### src/rtl/ecal_pkg.sv
// Package for the epoch seconds to calendar converter.
// Holds the conversion constants, the reciprocal constants and the stage structs.
// No dependencies.
`default_nettype none

package ecal_pkg;

   // Field widths
   localparam int EpochWidth  = 32;
   localparam int ZoneWidth   = 5;
   localparam int YearWidth   = 12;
   localparam int MonthWidth  = 4;
   localparam int DayWidth    = 5;
   localparam int HourWidth   = 5;
   localparam int MinuteWidth = 6;
   localparam int SecondWidth = 6;

   // Internal widths
   localparam int LocalWidth  = 34;   // signed local seconds
   localparam int DaysWidth   = 16;   // days since 1970, below 47482
   localparam int SodWidth    = 17;   // second of day, below 86400
   localparam int CycleWidth  = 6;    // four-year cycles, at most 32
   localparam int CycDayWidth = 11;   // day within the cycle, below 1461
   localparam int DoyWidth    = 9;    // day of year, below 366
   localparam int RemHWidth   = 12;   // second of hour, below 3600

   // Calendar constants
   localparam int SecsPerMinute = 60;
   localparam int SecsPerHour   = 3600;
   localparam int SecsPerDay    = 86400;
   localparam int DaysPerCycle  = 1461;
   localparam int BaseYear      = 1970;
   localparam int DaysPerYear   = 365;
   localparam int DaysLeapYear  = 366;
   localparam int ZoneReset     = 8;
   localparam logic [32:0] LimitSeconds = 33'd4102444800;

   // Year boundaries inside a four-year cycle; the third year is the leap year.
   localparam int CycYear1 = DaysPerYear;
   localparam int CycYear2 = 2 * DaysPerYear;
   localparam int CycYear3 = 2 * DaysPerYear + DaysLeapYear;

   // Exact reciprocals: x / d == (x * Recip) >> Shift over the value range used.
   // Days: (local >> 7) / 675, input below 2^25.
   localparam int DayPreShift = 7;
   localparam logic [25:0] DayRecip = 26'd50903317;
   localparam int DayShift = 35;
   // Cycles: days / 1461, input below 2^16.
   localparam logic [16:0] CycRecip = 17'd91868;
   localparam int CycShift = 27;
   // Hours: second of day / 3600.
   localparam logic [16:0] HourRecip = 17'd74566;
   localparam int HourShift = 28;
   // Minutes: second of hour / 60.
   localparam logic [12:0] MinRecip = 13'd4370;
   localparam int MinShift = 18;

   localparam int NumMonths = 12;

   // First day of each month in a common year.
   localparam logic [DoyWidth-1:0] MonthStart [NumMonths] = '{
      9'd0, 9'd31, 9'd59, 9'd90, 9'd120, 9'd151,
      9'd181, 9'd212, 9'd243, 9'd273, 9'd304, 9'd334
   };

   // First day of a month, with February stretched in a leap year.
   function automatic logic [DoyWidth-1:0] month_start(input logic [3:0] idx,
                                                      input logic leap);
      logic [DoyWidth-1:0] base;
      base = (idx < 4'(NumMonths)) ? MonthStart[idx] : '0;
      if (leap && (idx >= 4'd2)) begin
         base = base + 9'd1;
      end
      return base;
   endfunction

   // Word leaving the day split: whole days, second of day and range flag.
   typedef struct packed {
      logic [DaysWidth-1:0] days;
      logic [SodWidth-1:0]  sod;
      logic                 oor;
   } split_type;

   typedef struct packed {
      logic [YearWidth-1:0]  year;
      logic [MonthWidth-1:0] month;
      logic [DayWidth-1:0]   day_of_month;
   } date_type;

   typedef struct packed {
      logic [HourWidth-1:0]   hour;
      logic [MinuteWidth-1:0] minute;
      logic [SecondWidth-1:0] second;
   } clock_type;

endpackage

`default_nettype wire

### src/rtl/ecal_day_split.sv
// Day split stages of the calendar converter: zone offset, range check,
// and division of local seconds into days and second of day (stages 1 to 3).
// Depends on ecal_pkg.
`default_nettype none

module ecal_day_split (
   input  logic                             clock,
   input  logic [ecal_pkg::EpochWidth-1:0]  epoch_seconds,
   input  logic signed [ecal_pkg::ZoneWidth-1:0] zone_offset_hours,
   output ecal_pkg::split_type              split
);
   import ecal_pkg::*;

   logic signed [17:0]           off_ext;
   logic signed [17:0]           off_secs;
   logic signed [LocalWidth-1:0] local_secs;
   logic                         oor_in;

   logic [31:0] local1_ff;
   logic        oor1_ff;
   logic [50:0] prod2_in;
   logic [50:0] prod2_ff;
   logic [31:0] local2_ff;
   logic        oor2_ff;
   logic [DaysWidth-1:0] days3_in;
   logic [31:0]          sod_full;
   split_type            split3_ff;

   // Stage 1: apply the zone offset and flag local times outside 1970 to 2099.
   assign off_ext    = 18'(zone_offset_hours);
   assign off_secs   = off_ext * $signed(18'(SecsPerHour));
   assign local_secs = $signed({2'b00, epoch_seconds}) + LocalWidth'(off_secs);
   assign oor_in     = local_secs[LocalWidth-1] || (local_secs[32:0] >= LimitSeconds);

   always_ff @(posedge clock) begin
      local1_ff <= local_secs[31:0];
      oor1_ff   <= oor_in;
   end

   // Stage 2: multiply by the reciprocal of the day length.
   assign prod2_in = 51'(local1_ff[31:DayPreShift]) * 51'(DayRecip);

   always_ff @(posedge clock) begin
      prod2_ff  <= prod2_in;
      local2_ff <= local1_ff;
      oor2_ff   <= oor1_ff;
   end

   // Stage 3: take the day count and the remainder within the day.
   assign days3_in = prod2_ff[DayShift +: DaysWidth];
   assign sod_full = local2_ff - (32'(days3_in) * 32'(SecsPerDay));

   always_ff @(posedge clock) begin
      split3_ff.days <= days3_in;
      split3_ff.sod  <= sod_full[SodWidth-1:0];
      split3_ff.oor  <= oor2_ff;
   end

   assign split = split3_ff;

endmodule

`default_nettype wire

### src/rtl/ecal_date.sv
// Date stages of the calendar converter: days since 1970 into year, month
// and day of month (stages 4 to 7). Depends on ecal_pkg.
`default_nettype none

module ecal_date (
   input  logic                             clock,
   input  logic [ecal_pkg::DaysWidth-1:0]   days,
   output ecal_pkg::date_type               date
);
   import ecal_pkg::*;

   logic [32:0]            pcyc4_ff;
   logic [DaysWidth-1:0]   days4_ff;
   logic [CycleWidth-1:0]  cyc5_in;
   logic [DaysWidth-1:0]   rem5_full;
   logic [CycleWidth-1:0]  cyc5_ff;
   logic [CycDayWidth-1:0] rem5_ff;
   logic [1:0]             yoff6;
   logic [CycDayWidth-1:0] doy6_full;
   logic                   leap6_in;
   logic [YearWidth-1:0]   year6_ff;
   logic [DoyWidth-1:0]    doy6_ff;
   logic                   leap6_ff;
   logic [3:0]             mon7_idx;
   logic [DoyWidth-1:0]    dom7_full;
   date_type               date7_ff;

   // Stage 4: multiply by the reciprocal of the cycle length.
   always_ff @(posedge clock) begin
      pcyc4_ff <= 33'(days) * 33'(CycRecip);
      days4_ff <= days;
   end

   // Stage 5: cycle count and day within the cycle.
   assign cyc5_in   = pcyc4_ff[CycShift +: CycleWidth];
   assign rem5_full = days4_ff - (16'(cyc5_in) * 16'(DaysPerCycle));

   always_ff @(posedge clock) begin
      cyc5_ff <= cyc5_in;
      rem5_ff <= rem5_full[CycDayWidth-1:0];
   end

   // Stage 6: pick the year of the cycle; the third one is the leap year.
   always_comb begin
      yoff6     = 2'd0;
      doy6_full = rem5_ff;
      leap6_in  = 1'b0;
      if (rem5_ff < 11'(CycYear1)) begin
         yoff6     = 2'd0;
         doy6_full = rem5_ff;
      end else if (rem5_ff < 11'(CycYear2)) begin
         yoff6     = 2'd1;
         doy6_full = rem5_ff - 11'(CycYear1);
      end else if (rem5_ff < 11'(CycYear3)) begin
         yoff6     = 2'd2;
         doy6_full = rem5_ff - 11'(CycYear2);
         leap6_in  = 1'b1;
      end else begin
         yoff6     = 2'd3;
         doy6_full = rem5_ff - 11'(CycYear3);
      end
   end

   always_ff @(posedge clock) begin
      year6_ff <= 12'(BaseYear) + {4'd0, cyc5_ff, 2'b00} + {10'd0, yoff6};
      doy6_ff  <= doy6_full[DoyWidth-1:0];
      leap6_ff <= leap6_in;
   end

   // Stage 7: find the month whose first day is the last one not after the day.
   always_comb begin
      mon7_idx = 4'd0;
      for (int k = 1; k < NumMonths; k++) begin
         if (doy6_ff >= month_start(4'(k), leap6_ff)) begin
            mon7_idx = 4'(k);
         end
      end
   end

   assign dom7_full = doy6_ff - month_start(mon7_idx, leap6_ff) + 9'd1;

   always_ff @(posedge clock) begin
      date7_ff.year         <= year6_ff;
      date7_ff.month        <= mon7_idx + 4'd1;
      date7_ff.day_of_month <= dom7_full[DayWidth-1:0];
   end

   assign date = date7_ff;

endmodule

`default_nettype wire

### src/rtl/ecal_clock.sv
// Time of day stages of the calendar converter: second of day into hour,
// minute and second (stages 4 to 7). Depends on ecal_pkg.
`default_nettype none

module ecal_clock (
   input  logic                           clock,
   input  logic [ecal_pkg::SodWidth-1:0]  sod,
   output ecal_pkg::clock_type            tod
);
   import ecal_pkg::*;

   logic [32:0]          ph4_ff;
   logic [SodWidth-1:0]  sod4_ff;
   logic [HourWidth-1:0] hour5_in;
   logic [SodWidth-1:0]  remh5_full;
   logic [HourWidth-1:0] hour5_ff;
   logic [RemHWidth-1:0] remh5_ff;
   logic [23:0]          pm6_ff;
   logic [HourWidth-1:0] hour6_ff;
   logic [RemHWidth-1:0] remh6_ff;
   logic [MinuteWidth-1:0] min7_in;
   logic [RemHWidth-1:0]   sec7_full;
   clock_type              tod7_ff;

   // Stage 4: multiply by the reciprocal of the hour length.
   always_ff @(posedge clock) begin
      ph4_ff  <= 33'(sod) * 33'(HourRecip);
      sod4_ff <= sod;
   end

   // Stage 5: hour and second within the hour.
   assign hour5_in   = ph4_ff[HourShift +: HourWidth];
   assign remh5_full = sod4_ff - (17'(hour5_in) * 17'(SecsPerHour));

   always_ff @(posedge clock) begin
      hour5_ff <= hour5_in;
      remh5_ff <= remh5_full[RemHWidth-1:0];
   end

   // Stage 6: multiply by the reciprocal of the minute length.
   always_ff @(posedge clock) begin
      pm6_ff   <= 24'(remh5_ff) * 24'(MinRecip);
      hour6_ff <= hour5_ff;
      remh6_ff <= remh5_ff;
   end

   // Stage 7: minute and second within the minute.
   assign min7_in   = pm6_ff[MinShift +: MinuteWidth];
   assign sec7_full = remh6_ff - (12'(min7_in) * 12'(SecsPerMinute));

   always_ff @(posedge clock) begin
      tod7_ff.hour   <= hour6_ff;
      tod7_ff.minute <= min7_in;
      tod7_ff.second <= sec7_full[SecondWidth-1:0];
   end

   assign tod = tod7_ff;

endmodule

`default_nettype wire

### src/rtl/epoch_seconds_to_calendar.sv
// Top level of the epoch seconds to calendar converter.
// Instantiates ecal_day_split, ecal_date and ecal_clock; depends on ecal_pkg.
//
// Converts a 32-bit count of seconds since 1970-01-01 UTC into local year,
// month, day of month, hour, minute and second, after adding the whole-hour
// zone offset held in the configuration register (reset value 8). The block
// is a seven-stage pipeline that takes one word in every cycle: busy is never
// raised. The result of each accepted word is shown on the rsp_ ports with
// rsp_strobe for one cycle. The depth is set by the offset stage and three
// levels of constant-reciprocal division (day, then cycle and hour side by
// side, then minute), each a multiply stage followed by a subtract stage.
// The receiver must take every result in the cycle it is shown. Local times
// before 1970 or in 2100 and later give rsp_out_of_range high and all other
// fields zero. The configuration channel is always ready; write it only
// while no words are in flight.
`default_nettype none

module epoch_seconds_to_calendar (
   input  logic                                  clock,
   input  logic                                  reset,
   // Input word
   input  logic                                  start,
   output logic                                  busy,
   input  logic [ecal_pkg::EpochWidth-1:0]       req_epoch_seconds,
   // Result word
   output logic                                  rsp_strobe,
   output logic [ecal_pkg::YearWidth-1:0]        rsp_year,
   output logic [ecal_pkg::MonthWidth-1:0]       rsp_month,
   output logic [ecal_pkg::DayWidth-1:0]         rsp_day_of_month,
   output logic [ecal_pkg::HourWidth-1:0]        rsp_hour,
   output logic [ecal_pkg::MinuteWidth-1:0]      rsp_minute,
   output logic [ecal_pkg::SecondWidth-1:0]      rsp_second,
   output logic                                  rsp_out_of_range,
   // Configuration write
   input  logic                                  csr_valid,
   output logic                                  csr_ready,
   input  logic signed [ecal_pkg::ZoneWidth-1:0] csr_zone_offset_hours
);
   import ecal_pkg::*;

   localparam int Stages    = 7;
   localparam int LateStages = 4;   // stages after the day split

   logic signed [ZoneWidth-1:0] zone_ff;
   logic [Stages-1:0]           vld_ff;
   logic [LateStages-1:0]       oor_ff;
   split_type                   split;
   date_type                    date;
   clock_type                   tod;
   logic                        zero;

   // The pipeline never stalls, and the register is always writable.
   assign busy      = 1'b0;
   assign csr_ready = 1'b1;

   // Zone offset register.
   always_ff @(posedge clock) begin
      if (reset) begin
         zone_ff <= ZoneWidth'(ZoneReset);
      end else if (csr_valid && csr_ready) begin
         zone_ff <= csr_zone_offset_hours;
      end
   end

   // Valid bits travel alongside the datapath stages.
   always_ff @(posedge clock) begin
      if (reset) begin
         vld_ff <= '0;
      end else begin
         vld_ff <= {vld_ff[Stages-2:0], start && !busy};
      end
   end

   // Out-of-range flag follows the date and time stages.
   always_ff @(posedge clock) begin
      oor_ff <= {oor_ff[LateStages-2:0], split.oor};
   end

   ecal_day_split u_split (
      .clock             (clock),
      .epoch_seconds     (req_epoch_seconds),
      .zone_offset_hours (zone_ff),
      .split             (split)
   );

   ecal_date u_date (
      .clock (clock),
      .days  (split.days),
      .date  (date)
   );

   ecal_clock u_clock (
      .clock (clock),
      .sod   (split.sod),
      .tod   (tod)
   );

   // Result word, forced to zero when out of range.
   assign zero             = oor_ff[LateStages-1];
   assign rsp_strobe       = vld_ff[Stages-1];
   assign rsp_out_of_range = zero;
   assign rsp_year         = zero ? '0 : date.year;
   assign rsp_month        = zero ? '0 : date.month;
   assign rsp_day_of_month = zero ? '0 : date.day_of_month;
   assign rsp_hour         = zero ? '0 : tod.hour;
   assign rsp_minute       = zero ? '0 : tod.minute;
   assign rsp_second       = zero ? '0 : tod.second;

`ifndef SYNTH
   // Every result word comes from an earlier accepted word.
   a_strobe_from_start: assert property (@(posedge clock) disable iff (reset)
      rsp_strobe |-> $past(start, 7))
      else $error("result strobe without a matching accepted word");

   // An in-range result holds a real date.
   a_date_legal: assert property (@(posedge clock) disable iff (reset)
      (rsp_strobe && !rsp_out_of_range) |->
         (rsp_year >= 12'(BaseYear)) && (rsp_year < 12'd2100) &&
         (rsp_month >= 4'd1) && (rsp_month <= 4'd12) &&
         (rsp_day_of_month >= 5'd1))
      else $error("in-range result with an illegal date");

   // An in-range result holds a real time of day.
   a_time_legal: assert property (@(posedge clock) disable iff (reset)
      (rsp_strobe && !rsp_out_of_range) |->
         (rsp_hour <= 5'd23) && (rsp_minute <= 6'd59) && (rsp_second <= 6'd59))
      else $error("in-range result with an illegal time of day");
`endif

endmodule

`default_nettype wire
### config.mk
export PLATFORM = sky130hd
export DESIGN_NAME = epoch_seconds_to_calendar
export DESIGN_NICKNAME = d
export VERILOG_FILES = /design/src/rtl/ecal_pkg.sv /design/src/rtl/ecal_day_split.sv /design/src/rtl/ecal_date.sv /design/src/rtl/ecal_clock.sv /design/src/rtl/epoch_seconds_to_calendar.sv
export SDC_FILE = /design/constraint.sdc
export NUM_CORES = 2
export LEC_CHECK = 0
export BUFFER_PORTS_ARGS = -buffer_cell sky130_fd_sc_hd__buf_2
export CAP_MARGIN = 20
export CELL_PAD_IN_SITES_DETAIL_PLACEMENT = 0
export CELL_PAD_IN_SITES_GLOBAL_PLACEMENT = 1
export CORE_AREA = 3 3 454 276
export DETAILED_ROUTE_END_ITERATION = 10
export DIE_AREA = 0 0 457 279
export MAX_ROUTING_LAYER = met4
export PLACE_DENSITY_LB_ADDON = 0.08
export SYNTH_ARGS = -nofsm -noshare
export SYNTH_HDL_FRONTEND = slang
export SYNTH_SLANG_ARGS = --single-unit
### constraint.sdc
create_clock -name clock -period 7.21 [get_ports clock]
set_input_delay 0.721 -clock clock [delete_from_list [all_inputs] [get_ports clock]]
set_output_delay 0.721 -clock clock [all_outputs]
set_load 0.02 [all_outputs]
[After elaboration in Yosys (flattened, before gate mapping)]
Memory sizes are Yosys's and may differ from the RTL's.
Cells that the tools add are included.
Word-level totals
  memories: 1
  input port bits: 41
  word-level logic and storage cells: 115
  ROM bits: 144
  output and inout port bits: 42
  register bits after elaboration: 366
Memories
  (no name shown): words 16, bits a word 9, read ports 1, clocked after memory_dff 0, write ports 0, line ecal_pkg.sv:70  | base = (idx < 4'(NumMonths)) ? MonthStart[idx] : '0;
Operators by class
  multiplexer cells: 38
  bitwise operators: 1
  multiply operators: 9
  order comparisons: 18
  add/sub/neg operators: 14
  reductions and logical operators: 3
Operators by type and width (number)
  $mul 25x26->51 const B: 1
  $mux 4: 12
  $ge 9x8->1: 4
  $add 33x18->34: 1
  $ge 33x32->1 const B: 1
  $mul 17x16->32 const B: 1
  $mul 16x15->31 const B: 1
  $mux 5: 6
  $ge 9x9->1: 3
  $mux 9: 3
  $mul 12x12->23 const B: 1
  $ge 9x7->1: 2
  $sub 17x17->17: 1
  $mul 16x10->10 const B: 1
  $mul 5x9->14 const B: 1
  $add 11x8->12 const A: 1
  $add 12x2->12: 1
  $mux 12: 1
  $mux 6: 2
  $sub 12x12->12: 1
  $lt 11x10->1 const B: 1
  $lt 11x11->1 const B: 1
  $lt 11x9->1 const B: 1
  $mul 6x11->11 const B: 1
  22 further kinds: 34

[Logic depth before layout (Yosys ltp)]
  word-level depth: 21
  gate-level depth with buffers: 26
  gate-level depth less buffers: 25

[Cells and area by module]
Synthesis repeated with hierarchy kept, for this count alone.
Second synthesis, totals
  cell total of the unflattened synthesis: 3020
  area total of the unflattened synthesis: 31053.5 um^2
By module, submodules not included
  ecal_day_split: times used 1, sequential area each 2021.9 um^2, cells each 1435, area each 14564.0 um^2
  ecal_date: times used 1, sequential area each 1541.5 um^2, cells each 860, area each 8725.9 um^2
  ecal_clock: times used 1, sequential area each 1361.3 um^2, cells each 644, area each 6965.4 um^2
  epoch_seconds_to_calendar: times used 1, sequential area each 320.3 um^2, cells each 81, area each 798.3 um^2

[Worst setup path after synthesis]
OpenSTA, ideal clock, no wires.
  path kind: flip-flop to flip-flop
  start: register zone_ff[4]
  end: register u_split.oor1_ff
  path slack: 564 ps
  arrival: 6513 ps
  data required time: 7078 ps
  stages on the path, launching flop included: 21
  cell sequence: dfxtp_1 -> fa_1 -> inv_1 -> fa_1 -> fa_1 -> fa_1 -> inv_1 -> a21oi_1 -> o21bai_1 -> nand2_1 -> o21ai_0 -> ha_1 -> clkbuf_1 -> a21o_1 -> a31o_1 -> a221oi_1 -> nand2b_1 -> xor2_1 -> or4b_1 -> a2111oi_2 -> o32ai_1
On the way
  cells in the longest elaborated chain, start to end: 4
Ends and longest elaborated chain
  start: declaration: line epoch_seconds_to_calendar.sv:44  | logic signed [ZoneWidth-1:0] zone_ff;
  start signal: assignment: line epoch_seconds_to_calendar.sv:59  | zone_ff <= ZoneWidth'(ZoneReset);
  start signal: assignment: line epoch_seconds_to_calendar.sv:61  | zone_ff <= csr_zone_offset_hours;
  $mul 5x9->14: line ecal_day_split.sv:31  | assign off_secs = off_ext * $signed(18'(SecsPerHour));
  $add 33x18->34: line ecal_day_split.sv:32  | assign local_secs = $signed({2'b00, epoch_seconds}) + LocalWidth'(off_secs);
  named net u_split.local_secs[22]: line ecal_day_split.sv:16  | logic signed [LocalWidth-1:0] local_secs;
  $ge 33x32->1: line ecal_day_split.sv:33  | assign oor_in = local_secs[LocalWidth-1] || (local_secs[32:0] >= LimitSeconds);
  $logic_or 1x1->1: line ecal_day_split.sv:33
  named net u_split.oor_in: line ecal_day_split.sv:17  | logic oor_in;
  end signal: assignment: line ecal_day_split.sv:37  | oor1_ff <= oor_in;
  end: declaration: line ecal_day_split.sv:20  | logic oor1_ff;
The timed path passes the listed nets, and every way through them passes these cells.
A chain may end at the register's enable or synchronous reset.

[Worst setup path after layout]
  start: register u_split.local1_ff[17]
  end: register u_split.prod2_ff[50]
On the way
  cells in the longest elaborated chain, start to end: 1
Ends and longest elaborated chain
  start: declaration: line ecal_day_split.sv:19  | logic [31:0] local1_ff;
  start signal: assignment: line ecal_day_split.sv:36  | local1_ff <= local_secs[31:0];
  $mul 25x26->51: line ecal_day_split.sv:41  | assign prod2_in = 51'(local1_ff[31:DayPreShift]) * 51'(DayRecip);
  named net u_split.prod2_in[50]: line ecal_day_split.sv:21  | logic [50:0] prod2_in;
  end signal: assignment: line ecal_day_split.sv:44  | prod2_ff <= prod2_in;
  end: declaration: line ecal_day_split.sv:22  | logic [50:0] prod2_ff;
The timed path passes the listed nets, and every way through them passes these cells.

==> metrics.txt <==
# TYPE chip_impl_metric gauge
chip_impl_info{name="outcome",value="complete, no violations"} 1
chip_impl_metric{name="hold_violations",unit=""} 0
chip_impl_metric{name="worstMarginPinSlew",unit="ns"} 0.898
chip_impl_metric{name="clkTransAtPathRegs",unit="ns"} 0.07
chip_impl_metric{name="fp-row-count",unit=""} 99
chip_impl_metric{name="synth-warning-count",unit=""} 0
chip_impl_metric{name="fp.dieArea",unit="µm²"} 128000
chip_impl_metric{name="synth.cell_area",unit="µm²"} 30300
chip_impl_metric{name="detail_placement_hpwl",unit="µm"} 71400
chip_impl_metric{name="synth_cells",unit=""} 2933
chip_impl_metric{name="finalSetupViolations",unit=""} 0
chip_impl_metric{name="gr-usage-all-layers",unit="%"} 13.4
chip_impl_info{name="cts_tree",value="built"} 1
chip_impl_info{name="worstSetupEndpointType",value="flip-flop"} 1
chip_impl_metric{name="clock_tree_buffer_depth",unit=""} 3
chip_impl_metric{name="cts.repair_timing.setup_buffer_count",unit=""} 0
chip_impl_metric{name="fin_crit",unit="ns"} 6.90
chip_impl_metric{name="cts.sinks",unit=""} 262
chip_impl_metric{name="slew-limit-headroom",unit="%"} 40.2
chip_impl_metric{name="die_w",unit="µm"} 457
chip_impl_metric{name="drt.antenna.violating_nets",unit=""} 0
chip_impl_metric{name="dr.pass1.iters",unit=""} 4
chip_impl_metric{name="num_vias",unit=""} 19500
chip_impl_metric{name="cts_inserted_buffers",unit=""} 30
chip_impl_metric{name="antenna_found_initial",unit=""} 2
chip_impl_metric{name="dpl_cell_area",unit="µm²"} 32900
chip_impl_metric{name="wl_met1",unit="µm"} 48500
chip_impl_metric{name="vias_in_the_first_global_route",unit=""} 21000
chip_impl_metric{name="synth.avg_cell_area",unit="µm²"} 10.3
chip_impl_info{name="prevailing_post_synth_register_cell",value="sky130_fd_sc_hd__dfxtp_1"} 1
chip_impl_info{name="critPathLaunch",value="u_split.local1_ff[17]$_DFF_P_"} 1
chip_impl_metric{name="design.final.nets",unit=""} 4228
chip_impl_metric{name="routed-wl-met2",unit="µm"} 28900
chip_impl_metric{name="largest_net_degree_at_the_start_of_global_routing",unit=""} 40
chip_impl_metric{name="htree_levels",unit=""} 1
chip_impl_metric{name="routed_wirelength",unit="µm"} 81400
chip_impl_metric{name="synth_seq_area_share",unit="%"} 17.3
chip_impl_info{name="timing.hold.worst.class",value="input port to flip-flop"} 1
chip_impl_metric{name="drt_drc_violations_left",unit=""} 0
chip_impl_metric{name="synthToLayoutAreaGrowth",unit="%"} 12.1
chip_impl_info{name="category_of_the_most_critical_setup_path",value="flip-flop to flip-flop"} 1
chip_impl_metric{name="final_setup_margin",unit="ns"} 0.312
chip_impl_metric{name="grt_pass1_wl",unit="µm"} 128000
chip_impl_metric{name="viasPerCell",unit=""} 4.16
chip_impl_metric{name="max-cap-violations",unit=""} 0
chip_impl_metric{name="postLayoutCellArea",unit="µm²"} 34000
chip_impl_metric{name="met3RoutedLength",unit="µm"} 3000
chip_impl_metric{name="post_route_cells_drive_above_1_share",unit="%"} 5.95
chip_impl_metric{name="gr-total-overflow",unit=""} 0
chip_impl_metric{name="worst-path-max-fanout",unit=""} 4
chip_impl_info{name="holdCritStartpoint",value="req_epoch_seconds[1]"} 1
chip_impl_metric{name="layout_worst_path_cycle_share",unit="%"} 95.7
chip_impl_metric{name="placement.io_buffers",unit=""} 80
chip_impl_metric{name="dr.first_iter.drc_count",unit=""} 761
chip_impl_metric{name="critPathRequiredTime",unit="ns"} 7.75
chip_impl_info{name="leading_cell_types_in_the_layout_fill_and_taps_excluded",value="763 x sky130_fd_sc_hd__ha_1, 671 x sky130_fd_sc_hd__inv_1, 372 x sky130_fd_sc_hd__fa_1"} 1
chip_impl_info{name="r2r_start",value="u_split.local1_ff[17]$_DFF_P_"} 1
chip_impl_info{name="route.top_layer_used",value="met4"} 1
chip_impl_info{name="cp-start-kind",value="flip-flop"} 1
chip_impl_metric{name="postSynthRegisterBits",unit=""} 262
chip_impl_metric{name="whs",unit="ns"} 0.192
chip_impl_metric{name="slew_viol_final",unit=""} 0
chip_impl_metric{name="clk_latency",unit="ns"} 0.64
chip_impl_metric{name="worst_ep_arrival_time",unit="ns"} 7.44
chip_impl_metric{name="post_synth_num_cell_types",unit=""} 70
chip_impl_metric{name="synth_edf_count",unit=""} 0
chip_impl_metric{name="die_height",unit="µm"} 279
chip_impl_metric{name="globalplace.congestion",unit=""} 0.828
chip_impl_info{name="mostFrequentLayoutCell",value="sky130_fd_sc_hd__ha_1"} 1
chip_impl_metric{name="core_region_area",unit="µm²"} 121000
chip_impl_metric{name="post_drt_wl_per_cell",unit="µm"} 17.3
chip_impl_metric{name="io-pin-count",unit=""} 83
chip_impl_info{name="cts-root-buf",value="sky130_fd_sc_hd__clkbuf_16"} 1
chip_impl_metric{name="initial_core_util",unit="%"} 25.0
chip_impl_metric{name="ctsHoldBuffers",unit=""} 0
chip_impl_metric{name="maxClockFrequency",unit="GHz"} 0.145
chip_impl_metric{name="syn_nets",unit=""} 4109
chip_impl_metric{name="async_flop_share",unit="%"} 0
chip_impl_metric{name="dpl_worst_slack",unit="ns"} -0.0486
chip_impl_metric{name="fin_skew",unit="ns"} 0.0183
==> registers in the layout (all words and copies together), names as in the netlist, 5 cells and up <==
signal,cells
u_clock.hour5_ff,5
u_clock.hour6_ff,5
u_clock.ph4_ff,5
u_clock.pm6_ff,6
u_clock.remh5_ff,12
u_clock.remh6_ff,6
u_clock.sod4_ff,12
u_clock.tod,17
u_date.cyc5_ff,6
u_date.date,21
u_date.days4_ff,11
u_date.doy6_ff,9
u_date.pcyc4_ff,6
u_date.rem5_ff,11
u_date.year6_ff,12
u_split.local1_ff,32
u_split.local2_ff,15
u_split.prod2_ff,18
u_split.split,34
vld_ff,7
zone_ff,5
==> kinds of logic (layout without fill, tap and decap cells) <==
family	count (synthesis)	in the layout	share of synthesized area, %
adder cells (fa/ha/maj)	1135	1135	56.0
multiplexers	7	7	0.235
XOR/XNOR	141	141	4.07
AND/OR/NAND/NOR	311	311	5.30
AO/OA/AOI/OAI	383	383	8.51
flip-flops	262	262	17.3
buffers and inverters	692	835	8.58
other	2	4	0.0247
==> per-layer routing <==
layer  global-route usage, %  vias to the layer above
li1                        -                     9826
met1                    22.0                     9395
met2                    16.8                      230
met3                    2.15                       57
met4                    1.66                        0
met5                       -                        -
==> critical path, cell delays in order, from the launching register on <==
cell                        delay, ns
sky130_fd_sc_hd__dfxtp_1         0.33
sky130_fd_sc_hd__fa_1            0.49
sky130_fd_sc_hd__ha_1            0.29
sky130_fd_sc_hd__inv_1           0.05
sky130_fd_sc_hd__fa_1            0.50
sky130_fd_sc_hd__inv_1           0.05
sky130_fd_sc_hd__fa_1            0.48
sky130_fd_sc_hd__inv_1           0.06
sky130_fd_sc_hd__fa_1            0.53
sky130_fd_sc_hd__inv_1           0.06
sky130_fd_sc_hd__fa_1            0.54
sky130_fd_sc_hd__fa_1            0.55
sky130_fd_sc_hd__ha_1            0.38
sky130_fd_sc_hd__a21o_1          0.19
sky130_fd_sc_hd__a21o_1          0.19
sky130_fd_sc_hd__a2111oi_2       0.40
sky130_fd_sc_hd__nor4b_1         0.11
sky130_fd_sc_hd__a311oi_1        0.38
sky130_fd_sc_hd__buf_4           0.22
sky130_fd_sc_hd__o21ai_1         0.12
sky130_fd_sc_hd__a31oi_2         0.26
sky130_fd_sc_hd__o21ai_2         0.10
sky130_fd_sc_hd__a221o_1         0.33
sky130_fd_sc_hd__xnor2_1         0.19
==> per-stage QoR <==
stage / utilization, % / instances / setup TNS, ns
3_5_place_dp: 27.1 / 4636 / -0.0486
5_1_grt: 28.0 / 4693 / -0.0302
2_1_floorplan: - / 2933 / 0
6_report: 28.0 / 4694 / 0
3_3_place_gp: 27.1 / 4636 / 0
4_1_cts: 28.0 / 4692 / 0
==> synthesized netlist by cell type (all sizes together), types with 3 or more instances <==
| cell type | instances | area, µm² |
|---|---|---|
| ha | 763 | 9550 |
| inv | 671 | 2520 |
| fa | 372 | 7450 |
| dfxtp | 262 | 5250 |
| a21oi | 101 | 509 |
| xnor2 | 97 | 850 |
| o21ai | 71 | 355 |
| nor2 | 67 | 251 |
| nor2b | 66 | 413 |
| a21o | 62 | 465 |
| nand2 | 58 | 218 |
| xor2 | 44 | 385 |
| nand3 | 25 | 125 |
| a211oi | 20 | 155 |
| nand2b | 20 | 125 |
| clkbuf | 19 | 71.3 |
| o21bai | 18 | 135 |
| nor3 | 17 | 85.1 |
| o21a | 15 | 113 |
| nand4 | 14 | 87.6 |
| o211ai | 13 | 97.6 |
| a31oi | 10 | 77.6 |
| and3 | 10 | 62.6 |
| a21boi | 9 | 67.6 |
| and2 | 9 | 56.3 |
| a2111oi | 8 | 76.3 |
| or3 | 8 | 50.1 |
| o31ai | 7 | 52.6 |
| mux2i | 6 | 60.1 |
| nor4 | 6 | 37.5 |
| a221o | 5 | 50.1 |
| a311oi | 5 | 43.8 |
| a31o | 5 | 43.8 |
| a211o | 4 | 35.0 |
| o41ai | 4 | 35.0 |
| a221oi | 3 | 26.3 |
| and4 | 3 | 26.3 |
| nor4b | 3 | 32.5 |
| o311ai | 3 | 43.8 |
| o31a | 3 | 26.3 |
==> path summary, 6_finish.rpt <==
kind	end	slack (ns)	cells after the start
min	u_split.local1_ff[1]$_DFF_P_	0.19	1
min reg2reg	u_date.date[18]$_DFF_P_	0.33	0
max reg2reg	u_split.prod2_ff[50]$_DFF_P_	0.31	23
max	u_split.prod2_ff[50]$_DFF_P_	0.31	23
==> area by class of cell <==
type | count | area, µm²
Antenna cell | 2 | 5.00
Clock buffer | 42 | 876
Clock inverter | 14 | 213
Fill cell | 12700 | 87300
Inverter | 671 | 2520
Multi-Input combinational cell | 1979 | 22500
Sequential cell | 262 | 5250
Tap cell | 1616 | 2020
Timing Repair Buffer | 108 | 611
==> what timing repair did <==
| item | CTS | global route |
|---|---|---|
| setup endpoints to repair | 1 | 7 |
| pin swaps | 0 | 3 |
| resized for setup | 2 | 7 |
Power is not shown: default switching activity piles up to over one toggle a cycle in this logic, so the estimate is an artifact.
